`src/hw/rtl/wlm_pkg.sv`:
```
package wlm_pkg;

  localparam int COORD_W     = 12;
  localparam int DIM_W       = 13;
  localparam int RADIUS_W    = 2;
  localparam int LEVEL_W     = 17;

  localparam int HEIGHT_LIMIT = 4096;

  localparam logic [DIM_W-1:0]    FRAME_WIDTH_RST  = 13'd640;
  localparam logic [DIM_W-1:0]    FRAME_HEIGHT_RST = 13'd480;
  localparam logic [RADIUS_W-1:0] RADIUS_RST       = 2'd1;
  localparam logic [LEVEL_W-1:0]  BACKGROUND_RST   = 17'd0;

  typedef enum logic [1:0] {
    REG_FRAME_WIDTH  = 2'd0,
    REG_FRAME_HEIGHT = 2'd1,
    REG_RADIUS       = 2'd2,
    REG_BACKGROUND   = 2'd3
  } cfg_reg_e;

  // control that travels with one pixel down the pipeline
  typedef struct packed {
    logic               valid;
    logic               judge;
    logic [COORD_W-1:0] cx;
    logic [COORD_W-1:0] cy;
  } stage_ctrl_t;

endpackage

```
`src/hw/rtl/wlm_window.sv`:
```
module wlm_window #(
  parameter int MAX_RADIUS     = 3,
  parameter int INTENSITY_BITS = 17
) (
  input  logic                                         clk_i,
  input  logic                                         rst_ni,
  input  logic                                         shift_en_i,
  input  wlm_pkg::stage_ctrl_t                         ctrl_i,
  input  logic [2*MAX_RADIUS:0][INTENSITY_BITS-1:0]    col_vals_i,
  input  logic [$clog2(MAX_RADIUS+1)-1:0]              radius_i,
  input  logic [INTENSITY_BITS-1:0]                    bg_i,
  output wlm_pkg::stage_ctrl_t                         ctrl_o,
  output logic                                         peak_o
);

  localparam int LINES = 2 * MAX_RADIUS + 1;
  localparam int CW    = $clog2(LINES);

  logic [LINES-1:0][INTENSITY_BITS-1:0]      win_q [LINES];
  logic [MAX_RADIUS:0][INTENSITY_BITS-1:0]   cm_q  [LINES];
  logic [MAX_RADIUS:0][INTENSITY_BITS-1:0]   col_max;
  wlm_pkg::stage_ctrl_t                      ctrl_q;
  logic [INTENSITY_BITS-1:0]                 centre;
  logic [CW-1:0]                             centre_idx;

  // column maximum over rows 0..2k back, one entry per radius
  always_comb begin
    logic [INTENSITY_BITS-1:0] m;
    col_max[0] = col_vals_i[0];
    for (int k = 1; k <= MAX_RADIUS; k++) begin
      m = col_max[k-1];
      if (col_vals_i[2*k-1] > m) m = col_vals_i[2*k-1];
      if (col_vals_i[2*k] > m) m = col_vals_i[2*k];
      col_max[k] = m;
    end
  end

  always_ff @(posedge clk_i) begin
    if (shift_en_i && ctrl_i.valid) begin
      win_q[0] <= col_vals_i;
      cm_q[0]  <= col_max;
      for (int j = 1; j < LINES; j++) begin
        win_q[j] <= win_q[j-1];
        cm_q[j]  <= cm_q[j-1];
      end
    end
  end

  always_ff @(posedge clk_i or negedge rst_ni) begin
    if (!rst_ni) begin
      ctrl_q <= '0;
    end else if (shift_en_i) begin
      ctrl_q <= ctrl_i;
    end
  end

  assign centre_idx = CW'(radius_i);
  assign centre     = win_q[centre_idx][centre_idx];

  // columns beyond the live window drop out of the test
  always_comb begin
    peak_o = centre > bg_i;
    for (int j = 0; j < LINES; j++) begin
      if ((j <= 2 * int'(radius_i)) && (cm_q[j][radius_i] > centre)) peak_o = 1'b0;
    end
  end

  assign ctrl_o = ctrl_q;

endmodule

```
`config.mk`:
```
export PLATFORM = sky130hd
export DESIGN_NAME = wlm_window
export DESIGN_NICKNAME = d
export VERILOG_FILES = /design/src/hw/rtl/wlm_pkg.sv /design/src/hw/rtl/wlm_window.sv
export SDC_FILE = /design/constraint.sdc
export NUM_CORES = 1
export LEC_CHECK = 0
export BUFFER_PORTS_ARGS = -buffer_cell sky130_fd_sc_hd__buf_2
export CELL_PAD_IN_SITES_DETAIL_PLACEMENT = 1
export CELL_PAD_IN_SITES_GLOBAL_PLACEMENT = 2
export CORE_MARGIN = 5
export CORE_UTILIZATION = 45
export DETAILED_ROUTE_END_ITERATION = 12
export GPL_TIMING_DRIVEN = 0
export HOLD_SLACK_MARGIN = 0.03
export PLACE_DENSITY_LB_ADDON = 0.1
export SETUP_SLACK_MARGIN = 0.4
export SKIP_LAST_GASP = 1
export SYNTH_ARGS = -nofsm -noshare
export SYNTH_HDL_FRONTEND = slang
export SYNTH_SLANG_ARGS = --single-unit
export TNS_END_PERCENT = 10
```
`constraint.sdc`:
```
create_clock -name clk_i -period 5.3 [get_ports clk_i]
set_input_delay 1.06 -clock clk_i [delete_from_list [all_inputs] [get_ports clk_i]]
set_output_delay 1.06 -clock clk_i [all_outputs]
set_load 0.03 [all_outputs]
```
# Word level (Yosys, flattened, before mapping)
# Memory sizes are Yosys's and may differ from the RTL's.
# Index checks and enable logic that the tools add are counted.
# totals
ff_bits	26
ram_bits	1309
inputBits	167
output_inout_bits	27
wordCells	68
mem_count	2
# op_classes
n_lt_le_gt_ge	23
muxes	31
reduce_logical	8
# mem_list
memory	words	word_bits	read_ports	rd_ports_with_merged_regs	write_ports	line	rtl
win_q	7	119	7	0	7	wlm_window.sv:19	logic [LINES-1:0][INTENSITY_BITS-1:0] win_q [LINES];
cm_q	7	68	7	0	7	wlm_window.sv:20	logic [MAX_RADIUS:0][INTENSITY_BITS-1:0] cm_q [LINES];
# ops
cell	n
17-bit binary-select mux with 2-bit select	8
17-bit greater-than comparator	14
17-bit 2-to-1 mux	14
3-bit <= comparator, first input constant	3
1-bit 2-to-1 mux	9
1-bit logical AND	8
1-bit by 3-bit <= comparator with 1-bit output, first input constant	2
2-bit by 3-bit <= comparator with 1-bit output, first input constant	2
2-bit by 4-bit less-than comparator with 1-bit output, second input constant	1
2-bit by 3-bit less-than comparator with 1-bit output, second input constant	1

# Logic depth before layout (Yosys ltp)
# Gate-level depths: netlist (run 1).
# depth
depth_word	12
depth_mapped	62
mapped_depth_nobuf	50

# Worst setup path before layout (run 1)
# Ideal clock, no wire load.
# synth_path
path_type	input to register
startpoint	input shift_en_i
endpoint	memory cm_q[0][0] in the netlist's numbering (enable)
setup_ps	1074
t_arrival_ps	15920
t_required_ps	4226
path_slack_ps	-11694
cell_stages	3
path_buffers	2
path_cell_list	clkbuf_1 > buf_1 > and2_1
# synth_lines
item	line	rtl
start, declared	wlm_window.sv:7	input logic shift_en_i,
end, declared	wlm_window.sv:20	

==> results of run 1 <==
## flip-flops by register name (all words and copies together) (netlist names)
name,count
cm_q,476
ctrl_o,26
win_q,153
## routing by layer
layer	vias to the layer above	wire length [um]	track usage, %
met5	-	34	0
met4	4	4927	11.97
met3	243	3974	4.096
met2	531	48120	44.18
met1	9959	35340	29.13
li1	8655	-	-
## path summary, 6_finish.rpt
| kind | from | end | cells past startpoint |
|---|---|---|---|
| min in group asynchronous | rst_ni | ctrl_o[9] | 1 |
| min | win_q[0][31] | win_q[1][31] | 0 |
| min reg2reg | win_q[0][31] | win_q[1][31] | 0 |
| max | col_vals_i[31] | cm_q[0][55] | 63 |
| max reg2reg | cm_q[0][63] | cm_q[1][63] | 0 |
| max in group asynchronous | rst_ni | ctrl_o[3] | 1 |
## through the flow
step / setup slack (ns) / utilization [%] / total power, W / hold slack, ns / instances
finish: -6.944 / 57.12 / 0.01767 / 0.4172 / 3267
global route: -7.245 / 57.11 / 0.01846 / 0.4126 / 3265
CTS: -6.729 / 56.44 / 0.01731 / 0.4140 / 3240
detailed placement: -10.40 / 49.49 / 0.01108 / 0.4056 / 3008
global placement: -10.37 / 49.14 / 0.01096 / 0.4007 / 2999
floorplan: -6.081 / - / 0.009335 / 0.4003 / 1926
## cell type report
type	count	area share, %
repair buffers	329	6.587
diodes	2	0.01280
multi-input cells	1105	31.74
plain buffers	77	2.223
clock buffers	93	4.997
flip-flops and latches	655	49.96
well taps	882	2.822
clock inverters	35	0.7006
inverters	89	0.9566
## Yosys cell counts, types with 15 or more instances
cell      instances
and3_1           19
o21a_1           19
edfxtp_1        629
o22ai_1          15
buf_1            25
nand3b_1         15
or2_2            16
a21oi_1          81
nor2b_1          16
inv_1            89
a211oi_1         15
dfrtp_1          26
or3_1            17
mux2_2           26
o211a_1          17
clkbuf_1         34
o21ai_0          51
a222oi_1         16
nand2_1          99
nor4_1           23
nand3_1          45
a21o_1           44
nand4_1          38
nor3_1           23
nor2_1           24
ha_1            238
mux4_2          136
## kinds of logic after synthesis
logic type / share of synthesized area (%)
muxes: 10.90
AOI/OAI and AO/OA: 7.902
adders and majority gates: 9.614
DFF: 63.08
and+or+nand+nor: 6.346
buffers and inverters: 2.157
## timing repair
item | 4_1_cts | 5_1_grt
resized for setup | 308 | 61
pin swaps | 112 | 80
setup buffers | 94 | 24
cloned | 10 | 0
endpoints found under the setup margin | 52 | 48
## worst max-delay path: cells and delay by family
kind | cells | cell delay [ns]
fa+ha+maj | 6 | 1.67
simple gates | 15 | 2.70
buf+inv | 18 | 2.61
compound gates | 24 | 4.48
## power groups by stage
stage | Sequential [W] | Clock [W] | Combinational, W
after global routing | 0.00639 | 0.00510 | 0.00696
after CTS | 0.00637 | 0.00486 | 0.00609
after floorplan | 0.00642 | 0 | 0.00291
after detailed placement | 0.00647 | 0 | 0.00461
final | 0.00637 | 0.00474 | 0.00655
after global placement | 0.00649 | 0 | 0.00447
## layout by cell type (no fill, tap or decap), types with 18 or more instances in the layout
cell type,Yosys,final
a21o_1,44,44
a21oi_1,81,59
buf_1,25,22
buf_12,0,20
buf_2,12,165
buf_4,4,118
buf_6,2,21
clkbuf_1,34,26
clkbuf_16,0,87
dfrtp_1,26,26
edfxtp_1,629,629
ha_1,238,195
ha_4,0,40
inv_1,89,69
mux2_2,26,26
mux4_2,136,136
nand2_1,99,78
nand3_1,45,39
nand4_1,38,38
nor2_1,24,18
nor3_1,23,22
nor4_1,23,21
o21ai_0,51,32
==> impl_metrics.csv, run 1 <==
group,metric,value,unit
sta,slew_viol_final,0,
synth,synth_top_area_cell,"edfxtp_1",
global_route,grt_pass1_vias,21490,
power,p_seq_share,36.0,%
global_route,grt_antenna_before_repair,6,
global_route,gr-total-overflow,0,
hold_path,hold_path_class,"flop to flop",
sta,max_slew_margin,13.15,%
placement,port_buffers,191,
floorplanning,die_area,74180,sq um
sta,clock.fmax,81.67,MHz
power,p_comb_share,37.1,%
synth,seq_area_frac_synth,63.08,%
run_status,violations,"setup timing",
global_route,grt_max_degree,81,
power,switching_share,32.34,%
critical_path,slowest_stage,"a222oi_1",
sta,finalClockSkew,0.01756,ns
drt,dr.pass1.iters,5,
cts,cts-hold-fix-buffers,0,
cts,cts.sinks,655,
drt,vias,19390,
drt,drtAntennaViolNets,0,
layout,multi_input_area,12410,sq um
placement,routabilityCongestion,0.8840,
sta,grt_setup_unrepaired,"yes",
run_status,status,"complete, but fails checks",
synth,synth_seq_cells,655,
sta,hold_viol_final,0,
sta,finalSetupViolCount,35,
global_route,grt_pass1_wl,136.3,mm
drt,wl_per_cell,28.28,um
cts,clk_latency,0.60,ns
drt,routed_wl,92.40,mm
synth,synth_edf_count,629,
power,pwr-share-clk,26.9,%
power,vdd_drop_max,0.6940,mV
global_route,grt.total_usage,24.75,%
sta,setup_tns,-180.52,ns
floorplanning,core_area,68470,sq um
synth,syn_inst,1926,
layout,nNetsFinal,2734,
cts,cts_buffers,72,
cts,htreeDepth,3,
sta,period_needed,12.24,ns
critical_path,crit_top_cell,"buf_12",
layout,drive_above_1_share,37.43,%
synth,synth_async_sr_flop_share,3.969,%
critical_path,crit_arrival,12.58,ns
synth,ys_types,65,
synth,synth_top_area_share,60.98,%
drt,remaining_drc_errors,0,
sta,layout_setup_ws,-6.944,ns
floorplanning,rows,96,
layout,nFillCells,6343,
critical_path,ff2ff_setup_slack,4.48,ns
power,cell_internal_pwr,0.01195,W
cts,cts_root_buf,"clkbuf_16",
floorplanning,chipWidth,272.4,um
synth,ys.flop_type,"edfxtp_1",
power,powerDensity,451.7,nW/um^2
synth,syn-num-nets,2331,
sta,tightest_slew,1.303,ns
placement,place_area,33880,sq um
synth,synth-warning-count,0,
synth,syn_area,30970,sq um
layout,seq_area,19540,sq um
power,p_switching,0.005713,W
critical_path,path_class,"input port to flop",
cts,path_clk_slew,0.06,ns
floorplanning,die_h,272.4,um
critical_path,cp-start-kind,"input port",
critical_path,max_stage_delay,0.48,ns
synth,synthTopCellsByArea,"edfxtp_1, mux4_2, ha_1",
sta,period_share,231.0,%
drt,via_per_inst,5.936,
cts,cts_tree,"built",
placement,hpwl,69.15,mm
critical_path,cp_max_fo,8,
power,p_leak,14.52,nW
cts,clockBufferDepth,3,
layout,finalInstanceArea,39110,sq um
drt,drtIter0Drc,1307,
floorplanning,io_pins,194,
job,cap_violations,0,
floorplanning,initial_core_util,45.24,%
critical_path,end_kind,"flop",
synth,avgSynthCellArea,16.08,sq um
layout,area_growth,26.27,%
critical_path,required,5.64,ns
Power figures use the tool's default switching activity.
==> run 2: changes to the inputs <==
--- a/config.mk
+++ b/config.mk
@@ -9,7 +9,7 @@
 export CELL_PAD_IN_SITES_DETAIL_PLACEMENT = 1
 export CELL_PAD_IN_SITES_GLOBAL_PLACEMENT = 2
 export CORE_MARGIN = 5
-export CORE_UTILIZATION = 45
+export CORE_UTILIZATION = 49
 export DETAILED_ROUTE_END_ITERATION = 12
 export GPL_TIMING_DRIVEN = 0
 export HOLD_SLACK_MARGIN = 0.03
==> constraint.sdc (replaced) <==
create_clock -name clk_i -period 15.2 [get_ports clk_i]
set_input_delay 3.04 -clock clk_i [delete_from_list [all_inputs] [get_ports clk_i]]
set_output_delay 3.04 -clock clk_i [all_outputs]
set_load 0.03 [all_outputs]
==> run 2 against run 1 <==
  * Routed wire length decreased by 5.8%
  * Largest power group is now sequential cells
  * Clock skew is 0.00064 ns higher
  * Count of clock-buffer cells in the layout shrank 4
  * Cell count down 3.3%
  * Worst hold slack got worse by 0.0065 ns
  * Flip-flop and latch count unchanged
  * The flow now finishes without violations
  * Final area decreased by 4.6%
==> impl_metrics.csv, run 2 (synthesized netlist as in run 1, its figures left out) <==
group,metric,value,unit
drt,via_per_inst,6.002,
floorplanning,chipWidth,261.4,um
sta,layout_setup_ws,0.6610,ns
critical_path,reg2regPathDepth,0,
run_status,status,"finished clean",
drt,drtIter0Drc,1357,
power,powerDensity,156.1,nW/um^2
global_route,grt_pass1_vias,21040,
placement,port_buffers,191,
sta,tightest_slew,1.271,ns
drt,remaining_drc_errors,0,
power,power.total,0.005821,W
sta,finalSetupViolCount,0,
hold_path,whs_path_depth,0,
sta,grt_setup_unrepaired,"no",
power,p_switching,0.001852,W
critical_path,cp-start-kind,"input port",
critical_path,max_stage_delay,0.56,ns
hold_path,min_to,"win_q[1][20]",
drt,routed_wl,87.02,mm
global_route,grt_antenna_before_repair,8,
power,cell_internal_pwr,0.003969,W
global_route,grt_max_degree,83,
drt,drtAntennaViolNets,0,
layout,largest_reg_flops,476,
sta,period_share,95.65,%
floorplanning,core_area,62850,sq um
floorplanning,die_h,261.4,um
power,switching_share,31.82,%
layout,layout_common_cells,"edfxtp_1, ha_1, buf_2",
cts,clockBufferDepth,3,
cts,cts-hold-fix-buffers,0,
sta,slew_viol_final,0,
layout,area_growth,20.41,%
cts,cts.sinks,655,
floorplanning,io_pins,194,
placement,routabilityCongestion,0.9438,
sta,clock.fmax,68.78,MHz
job,cap_violations,0,
critical_path,r2r_start,"cm_q[0][65]",
layout,regMostFlops,"cm_q",
drt,dr.pass1.iters,7,
critical_path,r2r_end,"cm_q[1][65]",
sta,hold_viol_final,0,
critical_path,ff2ff_setup_slack,14.40,ns
layout,final_common_cell,"edfxtp_1",
cts,cts_root_buf,"clkbuf_16",
layout,drive_above_1_share,31.43,%
cts,cts_buffers,69,
hold_path,hold_path_class,"flop to flop",
power,p_comb_share,34.0,%
global_route,grt_pass1_wl,128.9,mm
critical_path,end_kind,"flop",
cts,clk_latency,0.59,ns
drt,vias,18960,
power,p_leak,13.85,nW
global_route,grt.total_usage,25.25,%
critical_path,cp_max_fo,10,
critical_path,required,15.52,ns
power,pwr-share-clk,27.9,%
drt,wl_per_cell,27.55,um
cts,path_clk_slew,0.06,ns
floorplanning,rows,92,
critical_path,crit_arrival,14.86,ns
hold_path,hp-start,"win_q[0][20]",
floorplanning,die_area,68340,sq um
power,vdd_drop_max,0.1738,mV
placement,hpwl,65.64,mm
global_route,gr-total-overflow,0,
cts,htreeDepth,3,
placement,place_ws,-5.700,ns
power,p_seq_share,38.1,%
critical_path,path_class,"input port to flop",
critical_path,slowest_stage,"a222oi_1",
sta,max_slew_margin,13.08,%
sta,finalClockSkew,0.01820,ns
sta,period_needed,14.54,ns
floorplanning,initial_core_util,49.28,%
layout,nNetsFinal,2666,
cts,cts_tree,"built",
## run 2: area by class of cell
cell class,instances,area (sq um)
buffer,77,651.9
sequential,655,19540
antenna,3,7.507
multi-input combinational,1105,11740
timing repair buffer,264,1809
clock inverter,31,354.1
tap,846,1059
inverter,89,334.1
clock buffer,89,1802
fill,5826,25560
## run 2: metal layers
metal  global-route usage, %  vias to the layer above  part of all wire (%)
met2                   46.23                      542                    53
li1                        -                     8520                     -
met3                   3.153                      203                   3.7
met4                   10.01                        8                   4.6
met5                       0                        -                 0.057
met1                   30.42                     9687                    38
## run 2: per-stage QoR
stage / cells / util (%) / TNS, ns / area (sq um) / hold slack, ns
after global routing: 3157 / 59.33 / 0 / 37290 / 0.4063
after floorplan: 1926 / - / 0 / 30970 / 0.4003
final: 3159 / 59.34 / 0 / 37290 / 0.4107
after CTS: 3124 / 57.79 / 0 / 36320 / 0.4168
after global placement: 2963 / 52.49 / -92.47 / 32990 / 0.4008
after detailed placement: 2972 / 52.88 / -96.75 / 33240 / 0.4059
## run 2: how the worst max path moves through the flow
stage              startpoint     endpoint  slack, ns
4_1_cts        col_vals_i[13]  cm_q[0][63]       0.40
5_1_grt        col_vals_i[15]  cm_q[0][59]       0.30
6_report       col_vals_i[14]  cm_q[0][58]       0.66
3_3_place_gp   col_vals_i[15]  cm_q[0][52]      -5.48
3_5_place_dp    col_vals_i[3]  cm_q[0][53]      -5.70
2_1_floorplan  col_vals_i[14]  cm_q[0][55]       0.38
## run 2: what timing repair did
action / CTS / global route
gates resized for setup: 165 / 115
setup buffers: 32 / 26
gates cloned: 0 / 6
pin swaps: 33 / 48
endpoints found under the setup margin: 20 / 17
## run 2: power by group through the flow
stage	Clock [W]	Sequential, W	Combinational [W]
6_report	0.00163	0.00222	0.00198
5_1_grt	0.00175	0.00223	0.00211
4_1_cts	0.00166	0.00221	0.00171
3_5_place_dp	0	0.00225	0.00147
3_3_place_gp	0	0.00227	0.00142
2_1_floorplan	0	0.00225	0.000912
## run 2: worst max-delay path, delay by kind of cell
family | cells | cell delay, ns
AO/OA/AOI/OAI | 28 | 5.32
adder cells (fa/ha/maj) | 6 | 1.85
buffers and inverters | 16 | 2.29
AND/OR/NAND/NOR | 11 | 2.28
